**config.mk**
```make
export PLATFORM = sky130hd
export DESIGN_NAME = localization_fault_fallback_supervisor_top
export DESIGN_NICKNAME = d
export VERILOG_FILES = /design/src/hdl/lffs_pkg.sv /design/src/hdl/localization_fault_fallback_supervisor_top.sv
export SDC_FILE = /design/constraint.sdc
export NUM_CORES = 1
export LEC_CHECK = 0
export BUFFER_PORTS_ARGS = -buffer_cell sky130_fd_sc_hd__clkbuf_2
export CAP_MARGIN = 15
export CELL_PAD_IN_SITES_DETAIL_PLACEMENT = 1
export CELL_PAD_IN_SITES_GLOBAL_PLACEMENT = 1
export CORE_AREA = 2 2 175 177
export DETAILED_ROUTE_END_ITERATION = 7
export DIE_AREA = 0 0 177 179
export PLACE_DENSITY = 0.88
export SETUP_SLACK_MARGIN = 0.1
export SYNTH_ARGS = -nofsm -noshare
export SYNTH_HDL_FRONTEND = slang
export SYNTH_SLANG_ARGS = --single-unit
```
**constraint.sdc**
```tcl
create_clock -name i_clk -period 7.35 [get_ports i_clk]
set_clock_uncertainty 0.1 [all_clocks]
set_input_delay 1.47 -clock i_clk [delete_from_list [all_inputs] [get_ports i_clk]]
set_output_delay 1.47 -clock i_clk [all_outputs]
set_load 0.05 [all_outputs]
```
**src/hdl/lffs_pkg.sv**
```systemverilog
`timescale 1ns / 1ps

package lffs_pkg;

    typedef struct packed {
        logic        operation;
        logic [9:0]  iteration_count;
        logic [15:0] score;
        logic [31:0] time_now_ms;
    } t_in_word;

    typedef struct packed {
        logic        fallback_on;
        logic        mode_changed;
        logic        request_reinit;
        logic [15:0] semi_good_count;
    } t_out_word;

    localparam int CFG_INDEX_W = 3;
    localparam int CFG_DATA_W  = 32;

    typedef enum logic [CFG_INDEX_W-1:0] {
        CFG_ITERATION_LIMIT      = 3'd0,
        CFG_MISS_COUNT_NEEDED    = 3'd1,
        CFG_GOOD_THRESHOLD       = 3'd2,
        CFG_SEMI_THRESHOLD       = 3'd3,
        CFG_RECOVER_COUNT_NEEDED = 3'd4,
        CFG_RETRY_INTERVAL_MS    = 3'd5
    } t_cfg_index;

    localparam logic OP_ITERATION = 1'b0;
    localparam logic OP_SCORE     = 1'b1;

    localparam logic [9:0]  RST_ITERATION_LIMIT      = 10'd21;
    localparam logic [15:0] RST_MISS_COUNT_NEEDED    = 16'd1;
    localparam logic [15:0] RST_GOOD_THRESHOLD       = 16'd589;
    localparam logic [15:0] RST_SEMI_THRESHOLD       = 16'd512;
    localparam logic [15:0] RST_RECOVER_COUNT_NEEDED = 16'd50;
    localparam logic [31:0] RST_RETRY_INTERVAL_MS    = 32'd80000;

    // The retry timer runs only while the good run is below this.
    localparam logic [15:0] RETRY_GOOD_LIMIT = 16'd5;
    localparam logic [15:0] COUNT_MAX        = 16'hFFFF;

endpackage

```
**src/hdl/localization_fault_fallback_supervisor_top.sv**
```systemverilog
`timescale 1ns / 1ps

// Channel   Direction  Handshake            Word
// input     in         i_valid / o_stall    i_data (lffs_pkg::t_in_word)
// output    out        o_valid / i_stall    o_data (lffs_pkg::t_out_word)
// config    in         i_cfg_we             i_cfg_index, i_cfg_data
//
// A word accepted into the input register is written to the result register once the
// output can advance, and its result is then offered from the result register.
// One word is accepted per cycle when the output is not stalled; the supervisor state
// updates as a word moves into the result register.
// Reset is synchronous and active low; it restores all register and state defaults.
// A stall on the output holds the result; the input register still takes one more word,
// and only once it is full is the input stalled as well.

module localization_fault_fallback_supervisor_top (
    input  logic                                  i_clk,
    input  logic                                  i_rst_n,
    input  logic                                  i_valid,
    input  lffs_pkg::t_in_word                    i_data,
    output logic                                  o_stall,
    output logic                                  o_valid,
    output lffs_pkg::t_out_word                   o_data,
    input  logic                                  i_stall,
    input  logic                                  i_cfg_we,
    input  logic [lffs_pkg::CFG_INDEX_W-1:0]      i_cfg_index,
    input  logic [lffs_pkg::CFG_DATA_W-1:0]       i_cfg_data
);
    import lffs_pkg::*;

    function automatic logic [15:0] sat_inc(input logic [15:0] v);
        sat_inc = (v == COUNT_MAX) ? v : v + 16'd1;
    endfunction

    // Configuration registers
    logic [9:0]  r_iteration_limit;
    logic [15:0] r_miss_count_needed;
    logic [15:0] r_good_threshold;
    logic [15:0] r_semi_threshold;
    logic [15:0] r_recover_count_needed;
    logic [31:0] r_retry_interval_ms;

    // Pipeline
    logic      r_in_valid;
    t_in_word  r_in_data;
    logic      r_out_valid;
    t_out_word r_out_data;
    t_out_word n_out_data;
    logic      w_advance;
    logic      w_commit;
    logic      w_load;

    // Supervisor state
    logic        r_mode_backup, n_mode_backup;
    logic [15:0] r_miss_run, n_miss_run;
    logic [15:0] r_good_run, n_good_run;
    logic [15:0] r_semi_run, n_semi_run;
    logic [31:0] r_last_retry, n_last_retry;
    logic        r_retry_valid, n_retry_valid;
    logic [31:0] w_elapsed;

    assign w_advance = !r_out_valid || !i_stall;
    assign w_commit  = r_in_valid && w_advance;
    assign w_load    = !r_in_valid || w_advance;
    assign o_stall   = r_in_valid && !w_advance;
    assign o_valid   = r_out_valid;
    assign o_data    = r_out_data;
    assign w_elapsed = r_in_data.time_now_ms - r_last_retry;

    always_ff @(posedge i_clk) begin
        if (!i_rst_n) begin
            r_iteration_limit      <= RST_ITERATION_LIMIT;
            r_miss_count_needed    <= RST_MISS_COUNT_NEEDED;
            r_good_threshold       <= RST_GOOD_THRESHOLD;
            r_semi_threshold       <= RST_SEMI_THRESHOLD;
            r_recover_count_needed <= RST_RECOVER_COUNT_NEEDED;
            r_retry_interval_ms    <= RST_RETRY_INTERVAL_MS;
        end else if (i_cfg_we) begin
            case (t_cfg_index'(i_cfg_index))
                CFG_ITERATION_LIMIT:      r_iteration_limit      <= i_cfg_data[9:0];
                CFG_MISS_COUNT_NEEDED:    r_miss_count_needed    <= i_cfg_data[15:0];
                CFG_GOOD_THRESHOLD:       r_good_threshold       <= i_cfg_data[15:0];
                CFG_SEMI_THRESHOLD:       r_semi_threshold       <= i_cfg_data[15:0];
                CFG_RECOVER_COUNT_NEEDED: r_recover_count_needed <= i_cfg_data[15:0];
                CFG_RETRY_INTERVAL_MS:    r_retry_interval_ms    <= i_cfg_data;
                default: ;
            endcase
        end
    end

    always_comb begin
        n_mode_backup = r_mode_backup;
        n_miss_run    = r_miss_run;
        n_good_run    = r_good_run;
        n_semi_run    = r_semi_run;
        n_last_retry  = r_last_retry;
        n_retry_valid = r_retry_valid;
        n_out_data    = '0;

        if (r_in_data.operation == OP_ITERATION) begin
            if (r_in_data.iteration_count >= r_iteration_limit) begin
                n_miss_run = sat_inc(r_miss_run);
                n_semi_run = '0;
                n_good_run = '0;
            end else begin
                n_miss_run = '0;
            end
            if (!r_mode_backup && n_miss_run >= r_miss_count_needed) begin
                n_mode_backup           = 1'b1;
                n_good_run              = '0;
                n_out_data.mode_changed = 1'b1;
            end
        end else begin
            n_semi_run = (r_in_data.score >= r_semi_threshold) ? sat_inc(r_semi_run) : '0;
            n_good_run = (r_in_data.score >= r_good_threshold) ? sat_inc(r_good_run) : '0;

            // The first score in backup only arms the timer; later ones may fire it.
            if (r_mode_backup && n_good_run < RETRY_GOOD_LIMIT) begin
                if (!r_retry_valid) begin
                    n_last_retry  = r_in_data.time_now_ms;
                    n_retry_valid = 1'b1;
                end else if (w_elapsed > r_retry_interval_ms) begin
                    n_out_data.request_reinit = 1'b1;
                    n_last_retry              = r_in_data.time_now_ms;
                end
            end

            if (r_mode_backup && n_good_run >= r_recover_count_needed) begin
                n_mode_backup           = 1'b0;
                n_miss_run              = '0;
                n_good_run              = '0;
                n_out_data.mode_changed = 1'b1;
            end
        end

        n_out_data.fallback_on     = n_mode_backup;
        n_out_data.semi_good_count = n_semi_run;
    end

    always_ff @(posedge i_clk) begin
        if (!i_rst_n) begin
            r_in_valid    <= 1'b0;
            r_out_valid   <= 1'b0;
            r_mode_backup <= 1'b0;
            r_miss_run    <= '0;
            r_good_run    <= '0;
            r_semi_run    <= '0;
            r_last_retry  <= '0;
            r_retry_valid <= 1'b0;
        end else begin
            if (w_load) begin
                r_in_valid <= i_valid;
            end
            if (w_advance) begin
                r_out_valid <= r_in_valid;
            end
            if (w_commit) begin
                r_mode_backup <= n_mode_backup;
                r_miss_run    <= n_miss_run;
                r_good_run    <= n_good_run;
                r_semi_run    <= n_semi_run;
                r_last_retry  <= n_last_retry;
                r_retry_valid <= n_retry_valid;
            end
        end
    end

    always_ff @(posedge i_clk) begin
        if (w_load) begin
            r_in_data <= i_data;
        end
        if (w_commit) begin
            r_out_data <= n_out_data;
        end
    end

endmodule

```
==> run summary, run 1 <==
min Tclk post-route: 5.77 ns
# fillers: 3583
Critical path destination: r_last_retry[30]
synthesized flop and latch total: 268
Avg WL per Cell: 19.1 um
post-route antenna net violation count: 0
EDFF count, synth: 78
largest family of logic cells by synthesized area: simple AND/OR/NAND/NOR gates
Mapped Nets: 1966
Max Cap Violations: 0
CP Max Fanout: 46
clock buffer depth: 3
RSZ-0062 raised after global routing: no
Inserted Diodes: 0
fin nets: 2053
adder-cell area share of the yosys netlist: 0.120
H-Tree Depth: 1
Placer Congestion: 0.860
DR iter-0 viols: 829
largest area contributor in the netlist: dfxtp_1
P per Cell Area: 212 mW/mm^2
Simple-Gate Fraction of Synth Area: 0.186
origin of the critical flop-to-flop path: r_in_data[0]
vias in the first global route: 13766
Max Transition Viols Final: 0
multiplexer share of the synthesized area: 0.00406
clock-pin slew on the worst setup and hold paths: 0.06 ns
Final WS setup: 1.58 ns
Worst Setup SP: r_in_data[0]
drc violations: 0
top post-synthesis cells by count: nand2_1, dfxtp_1, a21oi_1
post-CTS setup buffer count: 0
Gate Count Post-Synth: 1726
Initial Utilization: 0.492
total number of vias: 12908
Pre-antenna DRT Iters: 5
largest net degree at the start of global routing: 95
Post-Synth XOR/XNOR Area: 0.0284
hold_buf cts: 0
post-route clock period utilization: 0.785
clock latency on the worst-skew pair: 0.58 ns
worst r2r path cells: 24
Placed Area: 0.0157 sq mm
Fmax: 173 MHz
grt total ovfl: 0
status: finished, final reports clean
Async SR Flop Fraction: 0
critical path class: register to register
register area share after synthesis: 0.416
complex-gate fraction of the synthesized area: 0.185
CTS tree: yes
I/O Buffers: 119
Synth Warn #: 0
placed insts: 2177
Netlist Area Pre-Place: 0.0148 sq mm
fin area: 0.0166 sq mm
area occupied by registers: 0.00615 sq mm
initial antenna violation count: 0
Place WS: 1.72 ns
Worst R2R Setup Slack: 1.58 ns
final wirelength: 42.6 mm
Slew @ Worst Pin: 1.11 ns
Site Rows: 64
Non-Filler Instances: 2232
endpoints failing hold: 0
die area: 0.0317 sq mm
Setup violations, final: 0
Netlist cell types: 71
worst flop-to-flop path endpoint: r_last_retry[30]
area of the core: 0.0300 sq mm
ys flop type: dfxtp_1
TritonCTS Sinks: 268
Die H: 179 um
worst vdd ir: 0.204 mV
min-delay worst type: register to register
CP Launch Type: register
Area Growth Syn to Fin: 12.6%
post-DR vias/cell: 5.78
Total GRT Usage: 0.271
syn_area_per_cell: 8.57 sq um
critical path arrival: 6.15 ns
TNS Setup: 0 ns
cts bufs inserted: 29
Multi-input gate area: 0.00776 sq mm
global-route wire length before repair: 69.1 mm
dpl hpwl: 30.0 mm
post-synth top area share: 0.257
count leader, synth: nand2_1
Slew headroom: 0.259
crit end category: register
Final Hold Slack: 0.358 ns
P_leak: 0.00660 uW
ranking of synthesized cells by area: dfxtp_1, edfxtp_1, ha_1
Die W: 177 um
I/O pins: 120
Worst EP required: 7.73 ns
CTS resizes: 0
Root Buffer: clkbuf_16
layout cells sized above 1: 0.106
-- stage by stage --
stage / total power (uW) / util
2_1_floorplan: 1900 / -
3_3_place_gp: 2030 / 0.521
3_5_place_dp: 2050 / 0.521
4_1_cts: 3550 / 0.554
5_1_grt: 3670 / 0.554
6_report: 3530 / 0.554
-- report_power, final --
group	switching, uW	leakage, uW	internal (uW)
sequential	28.0	0.00233	1560
combinational	277	0.00378	163
clock	624	0.000479	874
total	928	0.00660	2600
-- routing by layer --
layer  share of wire  GRT usage
met5               0          0
met4           0.030     0.0923
met3           0.045     0.0399
met2            0.50      0.496
met1            0.42      0.324
-- state kept, by name, indices dropped and copies added, names as in the netlist, 19 cells and up --
| signal | cells |
|---|---|
| r_last_retry | 32 |
| r_retry_interval_ms | 32 |
| o_data | 19 |
| r_in_data | 59 |
-- worst min path at each step --
stage / startpoint / end / slack [ns] / depth (start not counted)
after global routing: r_retry_interval_ms[9] / r_retry_interval_ms[9] / 0.38 / 2
after global placement: r_good_threshold[11] / r_good_threshold[11] / 0.34 / 2
after detailed placement: r_miss_count_needed[3] / r_miss_count_needed[3] / 0.35 / 2
final: r_last_retry[0] / r_last_retry[0] / 0.36 / 2
after floorplan: r_last_retry[0] / r_last_retry[0] / 0.33 / 2
after CTS: r_recover_count_needed[14] / r_recover_count_needed[14] / 0.36 / 2
-- cell families after synthesis --
| family | after synthesis |
|---|---|
| mux | 6 |
| flops | 268 |
| xor+xnor | 48 |
| buf+inv | 226 |
| fa+ha+maj | 141 |
| compound gates | 436 |
| simple gates | 601 |
-- placed cells by master (no fill, tap or decap), drive strengths merged, types with 20 or more instances in the layout --
master  netlist  routed
inv         151     152
clkbuf       59     158
nand3        76      76
nand2       279     279
o21ai        77      77
a21oi       169     169
xnor2        25      25
o31ai        35      35
ha          140     140
nand4        24      24
edfxtp       78      78
o211ai       24      24
nor2        105     105
and3         22      22
xor2         23      23
dfxtp       190     190
nand2b       20      20
a21o         45      45
-- cell type report --
| class | count | area share |
|---|---|---|
| clock buffers | 39 | 0.0483 |
| multi-input cells | 1232 | 0.466 |
| repair buffers | 131 | 0.0424 |
| well taps | 396 | 0.0298 |
| inverters | 151 | 0.0342 |
| clock inverters | 15 | 0.0101 |
| flip-flops and latches | 268 | 0.369 |
-- critical path, cell delays in order, from the launching register on --
cell and delay (ns):
edfxtp_1 0.39, inv_1 0.08, ha_1 0.17, inv_1 0.06
fa_1 0.41, a21o_1 0.20, nand4_1 0.11, a21oi_1 0.11
o21ai_0 0.24, a21oi_1 0.21, nor4b_1 0.46, nor3_1 0.11
a2111o_1 0.40, a21oi_1 0.18, xnor2_1 0.09, ha_1 0.29
nand4_1 0.08, nor2_1 0.15, a31oi_1 0.12, a21oi_1 0.14
o21ai_1 0.12, a211oi_4 0.87, buf_12 0.31, nand3_1 0.12
o31ai_1 0.12
(Power assumes the default switching activity.)
==> run 2, diff against run 1 <==
--- a/config.mk
+++ b/config.mk
@@ -9,10 +9,10 @@
 export CAP_MARGIN = 15
 export CELL_PAD_IN_SITES_DETAIL_PLACEMENT = 1
 export CELL_PAD_IN_SITES_GLOBAL_PLACEMENT = 1
-export CORE_AREA = 2 2 175 177
+export CORE_AREA = 2 2 183 185
 export DETAILED_ROUTE_END_ITERATION = 7
-export DIE_AREA = 0 0 177 179
-export PLACE_DENSITY = 0.88
+export DIE_AREA = 0 0 185 187
+export PLACE_DENSITY = 0.81
 export SETUP_SLACK_MARGIN = 0.1
 export SYNTH_ARGS = -nofsm -noshare
 export SYNTH_HDL_FRONTEND = slang
==> constraint.sdc (replaced) <==
create_clock -name i_clk -period 5.7 [get_ports i_clk]
set_clock_uncertainty 0.1 [all_clocks]
set_input_delay 1.14 -clock i_clk [delete_from_list [all_inputs] [get_ports i_clk]]
set_output_delay 1.14 -clock i_clk [all_outputs]
set_load 0.05 [all_outputs]
==> run 2 against run 1 <==
Compared with the run above:
- worst setup slack worse by 1.1 ns
- critical path depth down 2
- highest routed layer unchanged
- power up 34%
- cell count up 2.5%
- sequential share of layout area down 0.46 points
- largest power group is now the clock network
- critical endpoint is now r_last_retry[13]
- clock-buffer cell count up 5
- combinational power up 31%
- via count down 1.1%
- routed wire length up 0.82%
==> run summary, run 2 (synthesis results as in run 1) <==
post-route antenna net violation count: 0 (unchanged)
die area: 0.0346 sq mm (+9.2%)
Site Rows: 67 (+4.7%)
crit end category: register
Setup violations, final: 0 (unchanged)
Placed Area: 0.0157 sq mm (+0.48%)
largest net degree at the start of global routing: 88 (-7.4%)
DR iter-0 viols: 580 (-30%)
endpoints failing hold: 0 (unchanged)
post-DR vias/cell: 5.58 (-3.5%)
Avg WL per Cell: 18.8 um (-1.6%)
drc violations: 0 (unchanged)
layout cells sized above 1: 0.111 (+0.00581)
initial antenna violation count: 1 (+1)
H-Tree Depth: 1 (unchanged)
area of the core: 0.0329 sq mm (+9.4%)
Die W: 185 um (+4.5%)
CP Max Fanout: 32 (-30%)
max reg flops: 59 (unchanged)
P per Cell Area: 280 mW/mm^2 (+32%)
worst vdd ir: 0.237 mV (+16%)
Max Transition Viols Final: 0 (unchanged)
Crit path top cell by count: a21oi_1
commonest non-fill, non-tap cell in the layout: nand2_1
Root Buffer: clkbuf_16
met1 WL: 18.4 mm (+2.1%)
critical path arrival: 5.54 ns (-0.61 ns)
Max Cap Violations: 0 (unchanged)
min Tclk post-route: 5.22 ns (-0.550 ns)
dpl hpwl: 30.2 mm (+0.96%)
most frequent cells in the layout: nand2_1, dfxtp_1, a21oi_1, inv_1, ha_1
fin util: 0.513 (-0.0414)
final wirelength: 43.0 mm (+0.82%)
Slew headroom: 0.327 (+0.0678)
Total GRT Usage: 0.245 (-0.0260)
Initial Utilization: 0.450 (-0.0425)
met2 wire length: 21.3 mm (-0.13%)
hold_buf cts: 0 (unchanged)
Buf/Inv on CP: 1 (-2)
P_leak: 0.00667 uW (+1.0%)
cts bufs inserted: 29 (unchanged)
total number of vias: 12763 (-1.1%)
Worst EP required: 6.02 ns (-1.71 ns)
met3 WL: 1.50 mm (-22%)
Non-Filler Instances: 2288 (+2.5%)
Slew @ Worst Pin: 1.01 ns (-0.102 ns)
status: finished, final reports clean
CP Launch Type: register
min-delay worst type: register to register
critical path class: register to register
TNS Setup: 0 ns (unchanged)
Critical Path Slowest Stage Cell: a2111oi_0
TritonCTS Sinks: 268 (unchanged)
CP Cell Sequence: ha_1, a21oi_1, nand2_1, a221o_1, o211ai_1, a211oi_2, o21ai_0, nand2b_1, a21oi_1, xnor2_1, ha_1, a21o_1, a21o_1, a21oi_1, o21ai_0, a2111oi_0, nor2_1, o21ai_2, a211oi_4, buf_4, nand3_1, o31ai_1
Die H: 187 um (+4.5%)
clock-pin slew on the worst setup and hold paths: 0.06 ns (about the same)
CTS tree: yes
I/O Buffers: 119 (unchanged)
Final WS setup: 0.484 ns (-1.10 ns)
I/O pins: 120 (unchanged)
Largest regs: r_in_data (59), r_last_retry (32), r_retry_interval_ms (32)
vias in the first global route: 13580 (-1.4%)
Top Layer Used: met4
Place WS: 0.412 ns (-1.31 ns)
post-route clock period utilization: 0.915 (+0.131)
fin nets: 2056 (+0.15%)
grt total ovfl: 0 (unchanged)
Largest stage delay, worst path: 0.42 ns (-0.45 ns)
CP top delay family: compound AO/OA/AOI/OAI gates
Area Growth Syn to Fin: 14.0%
Placer Congestion: 0.857 (-0.30%)
Fmax: 192 MHz (+11%)
clock buffer depth: 3 (unchanged)
fin area: 0.0169 sq mm (+1.3%)
Pre-antenna DRT Iters: 6 (+1)
register bank with the most flops: r_in_data
RSZ-0062 raised after global routing: no
clock latency on the worst-skew pair: 0.56 ns (-0.02 ns)
global-route wire length before repair: 68.7 mm (-0.54%)
placed insts: 2232 (+2.5%)
==> run 2: cell count changes in the layout (fill, tap and decap cells not counted), moves of 2 or more <==
cell / previous run / this run
buf_4: 10 / 14
clkbuf_1: 6 / 2
clkbuf_16: 29 / 32
clkbuf_8: 4 / 10
clkinv_2: 8 / 1
inv_4: 1 / 3
==> run 2: repair_timing <==
action,CTS,global route
endpoints found under the setup margin,0,32
buffers inserted,0,0
gates resized for setup,0,6
==> run 2: worst paths after layout <==
check,startpoint,end,depth (start not counted),slack (ns)
setup / recovery,r_in_data[7],r_last_retry[13],22,0.48
hold / removal,r_miss_count_needed[7],r_miss_count_needed[7],2,0.35
setup reg to reg,r_in_data[7],r_last_retry[13],22,0.48
hold reg to reg,r_miss_count_needed[7],r_miss_count_needed[7],2,0.35
==> run 2: layout make-up <==
| class | instances | area (sq um) |
|---|---|---|
| antenna | 1 | 2.50 |
| clock buffer | 44 | 946 |
| clock inverter | 10 | 135 |
| fill | 3954 | 16000 |
| inverter | 151 | 569 |
| multi-input combinational | 1232 | 7780 |
| sequential | 268 | 6150 |
| tap | 448 | 561 |
| timing repair buffer | 134 | 716 |
==> run 2: worst register-to-register path, delay by kind of cell, from the launching register on <==
| family | cells | cell delay, ns |
|---|---|---|
| xor gates and xnor gates | 1 | 0.14 |
| and+or+nand+nor | 4 | 0.48 |
| adders and majority gates | 2 | 0.66 |
| DFF | 1 | 0.40 |
| AOI/OAI and AO/OA | 14 | 3.03 |
| buffers and inverters | 1 | 0.26 |
==> run 2: metrics by stage <==
stage               hold slack, ns  total power [uW]
CTS                          0.356              4750
global route                 0.372              4890
global placement             0.341              2620
finish                       0.355              4720
detailed placement           0.347              2650
floorplan                    0.332              2450
==> run 2: power by group <==
part           switching [uW]  internal, uW  leakage, uW
clock                     816          1280     0.000530
sequential               36.2          2020      0.00233
combinational             360           213      0.00380
total                    1210          3510      0.00667
==> run 2: per-layer routing <==
layer / vias to the layer above / GRT usage
met3: 104 / 0.0345
met2: 233 / 0.440
li1: 6239 / -
met1: 6187 / 0.294
met5: - / 0
met4: 0 / 0.0955
==> run 3, diff against run 2 <==
--- a/config.mk
+++ b/config.mk
@@ -5,14 +5,15 @@
 export SDC_FILE = /design/constraint.sdc
 export NUM_CORES = 1
 export LEC_CHECK = 0
+export ABC_AREA = 1
 export BUFFER_PORTS_ARGS = -buffer_cell sky130_fd_sc_hd__clkbuf_2
 export CAP_MARGIN = 15
 export CELL_PAD_IN_SITES_DETAIL_PLACEMENT = 1
 export CELL_PAD_IN_SITES_GLOBAL_PLACEMENT = 1
-export CORE_AREA = 2 2 183 185
+export CORE_AREA = 2 2 189 191
 export DETAILED_ROUTE_END_ITERATION = 7
-export DIE_AREA = 0 0 185 187
-export PLACE_DENSITY = 0.81
+export DIE_AREA = 0 0 191 193
+export PLACE_DENSITY = 0.82
 export SETUP_SLACK_MARGIN = 0.1
 export SYNTH_ARGS = -nofsm -noshare
 export SYNTH_HDL_FRONTEND = slang
==> run 3 against run 2 <==
Compared with the run above:
- routed wire length up 2.9%
- combinational power up 29%
- power shrank 0.54%
- critical endpoint is now r_last_retry[14]
- largest power group is now registers
- non-clock buffer count fell by 7
- core utilization down 1.8 points
- clock power decreased by 11%
==> run summary, run 3 <==
status: finished, final reports clean
Gate Count Post-Synth: 2036 (+18%)
Inserted Diodes: 0 (-1)
CTS tree: yes
Site Rows: 69 (+3.0%)
layout cells sized above 1: 0.0989 (-0.0125)
CP Launch Type: register
grt total ovfl: 0 (unchanged)
crit end category: register
synthesized flop and latch total: 268 (unchanged)
Die W: 191 um (+3.2%)
P per Cell Area: 271 mW/mm^2 (-3.1%)
Stages on worst setup path: 23 (+4.5%)
dpl hpwl: 32.6 mm (+7.7%)
CP Max Fanout: 32 (unchanged)
worst vdd ir: 0.241 mV (+1.9%)
worst r2r path cells: 23 (+4.5%)
fin util: 0.495 (-0.0181)
area of the core: 0.0350 sq mm (+6.4%)
I/O Buffers: 119 (unchanged)
register bank with the most flops: r_in_data
EDFF count, synth: 78 (unchanged)
H-Tree Depth: 1 (unchanged)
Synth Warn #: 0 (unchanged)
initial antenna violation count: 1 (unchanged)
most frequent cells in the layout: nand2_1, inv_1, a21oi_1, dfxtp_1, nor2_1
critical path arrival: 5.39 ns (-0.15 ns)
RSZ-0062 raised after global routing: no
Largest regs: r_in_data (59), r_last_retry (32), r_retry_interval_ms (32)
die area: 0.0369 sq mm (+6.6%)
vias in the first global route: 14682 (+8.1%)
clock buffer depth: 3 (unchanged)
Initial Utilization: 0.441 (-0.00900)
DR iter-0 viols: 644 (+11%)
Avg WL per Cell: 16.9 um (-10%)
final wirelength: 44.2 mm (+2.9%)
CP Cell Sequence: inv_1, ha_1, inv_1, fa_1, nand3_1, nand2_1, a21boi_0, o21ai_1, a21boi_0, o21ai_1, a21oi_1, xnor2_1, ha_1, nand4_1, nor4_1, nand2_1, nand2_1, nand2_1, nand2_1, clkinv_1, nor2_4, nor2_1, nor2_1
# fillers: 4419 (+12%)
M2 GR Usage: 0.455 (+0.0149)
Final Hold Slack: 0.364 ns (+0.00920 ns)
largest net degree at the start of global routing: 106 (+20%)
Slew @ Worst Pin: 1.00 ns (-0.00738 ns)
commonest non-fill, non-tap cell in the layout: nand2_1
P_leak: 0.00774 uW (+16%)
ys flop type: dfxtp_1
post-route clock period utilization: 0.877 (-0.0377)
min Tclk post-route: 5.00 ns (-0.215 ns)
Root Buffer: clkbuf_16
placed insts: 2557 (+15%)
hold_buf cts: 0 (unchanged)
critical path class: register to register
post-synth top area share: 0.247 (-0.0105)
total number of vias: 13958 (+9.4%)
Area Growth Syn to Fin: 12.2%
min-delay worst type: register to register
post-CTS setup buffer count: 0 (unchanged)
CTS resizes: 0 (unchanged)
largest area contributor in the netlist: dfxtp_1
TritonCTS Sinks: 268 (unchanged)
Netlist Area Pre-Place: 0.0154 sq mm (+4.3%)
Critical Path Slowest Stage Cell: nor2_4
P_int: 3370 uW (-3.8%)
fin nets: 2369 (+15%)
drc violations: 0 (unchanged)
met3 GRT Util: 0.0324 (-0.00206)
register area share after synthesis: 0.399 (-0.0170)
Switching Share: 0.282 (+0.0247)
top post-synthesis cells by count: nand2_1, inv_1, a21oi_1
Largest stage delay, worst path: 0.66 ns (+0.24 ns)
Buf/Inv on CP: 3 (+2)
CP top delay family: simple AND/OR/NAND/NOR gates
Setup violations, final: 0 (unchanged)
met1 Use GR: 0.284 (-0.0102)
post-DR vias/cell: 5.34 (-4.3%)
sequential fraction of design power: 0.446 (+0.011)
Die H: 193 um (+3.2%)
Crit path top cell by count: nand2_1
Max Transition Viols Final: 0 (unchanged)
I/O pins: 120 (unchanged)
Comb pwr share: 0.158 (+0.036)
post-route antenna net violation count: 0 (unchanged)
global-route wire length before repair: 72.0 mm (+4.8%)
cts bufs inserted: 30 (+3.4%)
Slew headroom: 0.332 (+0.00492)
clock latency on the worst-skew pair: 0.57 ns (about the same)
clock network power share: 0.395 (-0.049)
GRT busiest layer: met2
Total GRT Usage: 0.242 (-0.00331)
Netlist cell types: 44 (-38%)
Non-Filler Instances: 2614 (+14%)
net load switching power: 1320 uW (+9.0%)
endpoints failing hold: 0 (unchanged)
syn_area_per_cell: 7.57 sq um (-12%)
count leader, synth: nand2_1
Worst EP required: 6.09 ns (+0.07 ns)
clock-pin slew on the worst setup and hold paths: 0.06 ns (about the same)
hold-critical path depth: 2 (unchanged)
ranking of synthesized cells by area: dfxtp_1, edfxtp_1, ha_1
Max Cap Violations: 0 (unchanged)
Placer Congestion: 0.861 (+0.47%)
Mapped Nets: 2276 (+16%)
TNS Setup: 0 ns (unchanged)
Pre-antenna DRT Iters: 6 (unchanged)
Async SR Flop Fraction: 0 (unchanged)
Fmax: 200 MHz (+4.3%)
max reg flops: 59 (unchanged)
## run 3: worst paths after layout
kind	from	slack, ns	to
worst max-delay path	r_in_data[0]	0.70	r_last_retry[14]
worst min-delay path	r_good_threshold[15]	0.36	r_good_threshold[15]
worst max register to register	r_in_data[0]	0.70	r_last_retry[14]
worst min register to register	r_good_threshold[15]	0.36	r_good_threshold[15]
## run 3: layout make-up
type | instances | area [sq um] | area share
clock buffer | 50 | 908 | 0.0525
clock inverter | 6 | 32.5 | 0.00188
inverter | 335 | 1260 | 0.0727
multi-input combinational | 1367 | 7720 | 0.446
sequential | 268 | 6150 | 0.355
tap | 461 | 577 | 0.0333
timing repair buffer | 127 | 658 | 0.0380
## run 3: layer usage
metal,wire (um),vias to the layer above,share of wire
li1,-,6913,-
met1,19100,6734,0.43
met2,22200,234,0.50
met3,1460,77,0.033
met4,1400,0,0.032
met5,0,-,0
## run 3: cell families after synthesis
group,Yosys count,share of synthesized area
compound gates,460,0.156
xor+xnor,42,0.0239
fa+ha+maj,141,0.115
buf+inv,401,0.101
flops,268,0.399
mux,1,0.000730
simple gates,723,0.205
## run 3: stage by stage
| step | area, sq um | setup slack [ns] | total power [uW] |
|---|---|---|---|
| 2_1_floorplan | 15400 | 1.78 | 2630 |
| 3_3_place_gp | 16400 | 0.959 | 2830 |
| 3_5_place_dp | 16400 | 0.822 | 2870 |
| 4_1_cts | 17300 | 0.688 | 4750 |
| 5_1_grt | 17300 | 0.178 | 4930 |
| 6_report | 17300 | 0.699 | 4700 |
## run 3: tightest hold or removal path, delay by kind of cell (launching register included)
kind | cells | cell delay (ns)
compound gates | 1 | 0.06
flops | 1 | 0.30
buf+inv | 1 | 0.06
## run 3: power groups by stage
stage | logic (uW) | registers (uW) | clock network [uW]
6_report | 743 | 2100 | 1860
4_1_cts | 744 | 2100 | 1910
2_1_floorplan | 488 | 2150 | 0
3_5_place_dp | 734 | 2140 | 0
5_1_grt | 846 | 2100 | 1980
3_3_place_gp | 694 | 2130 | 0
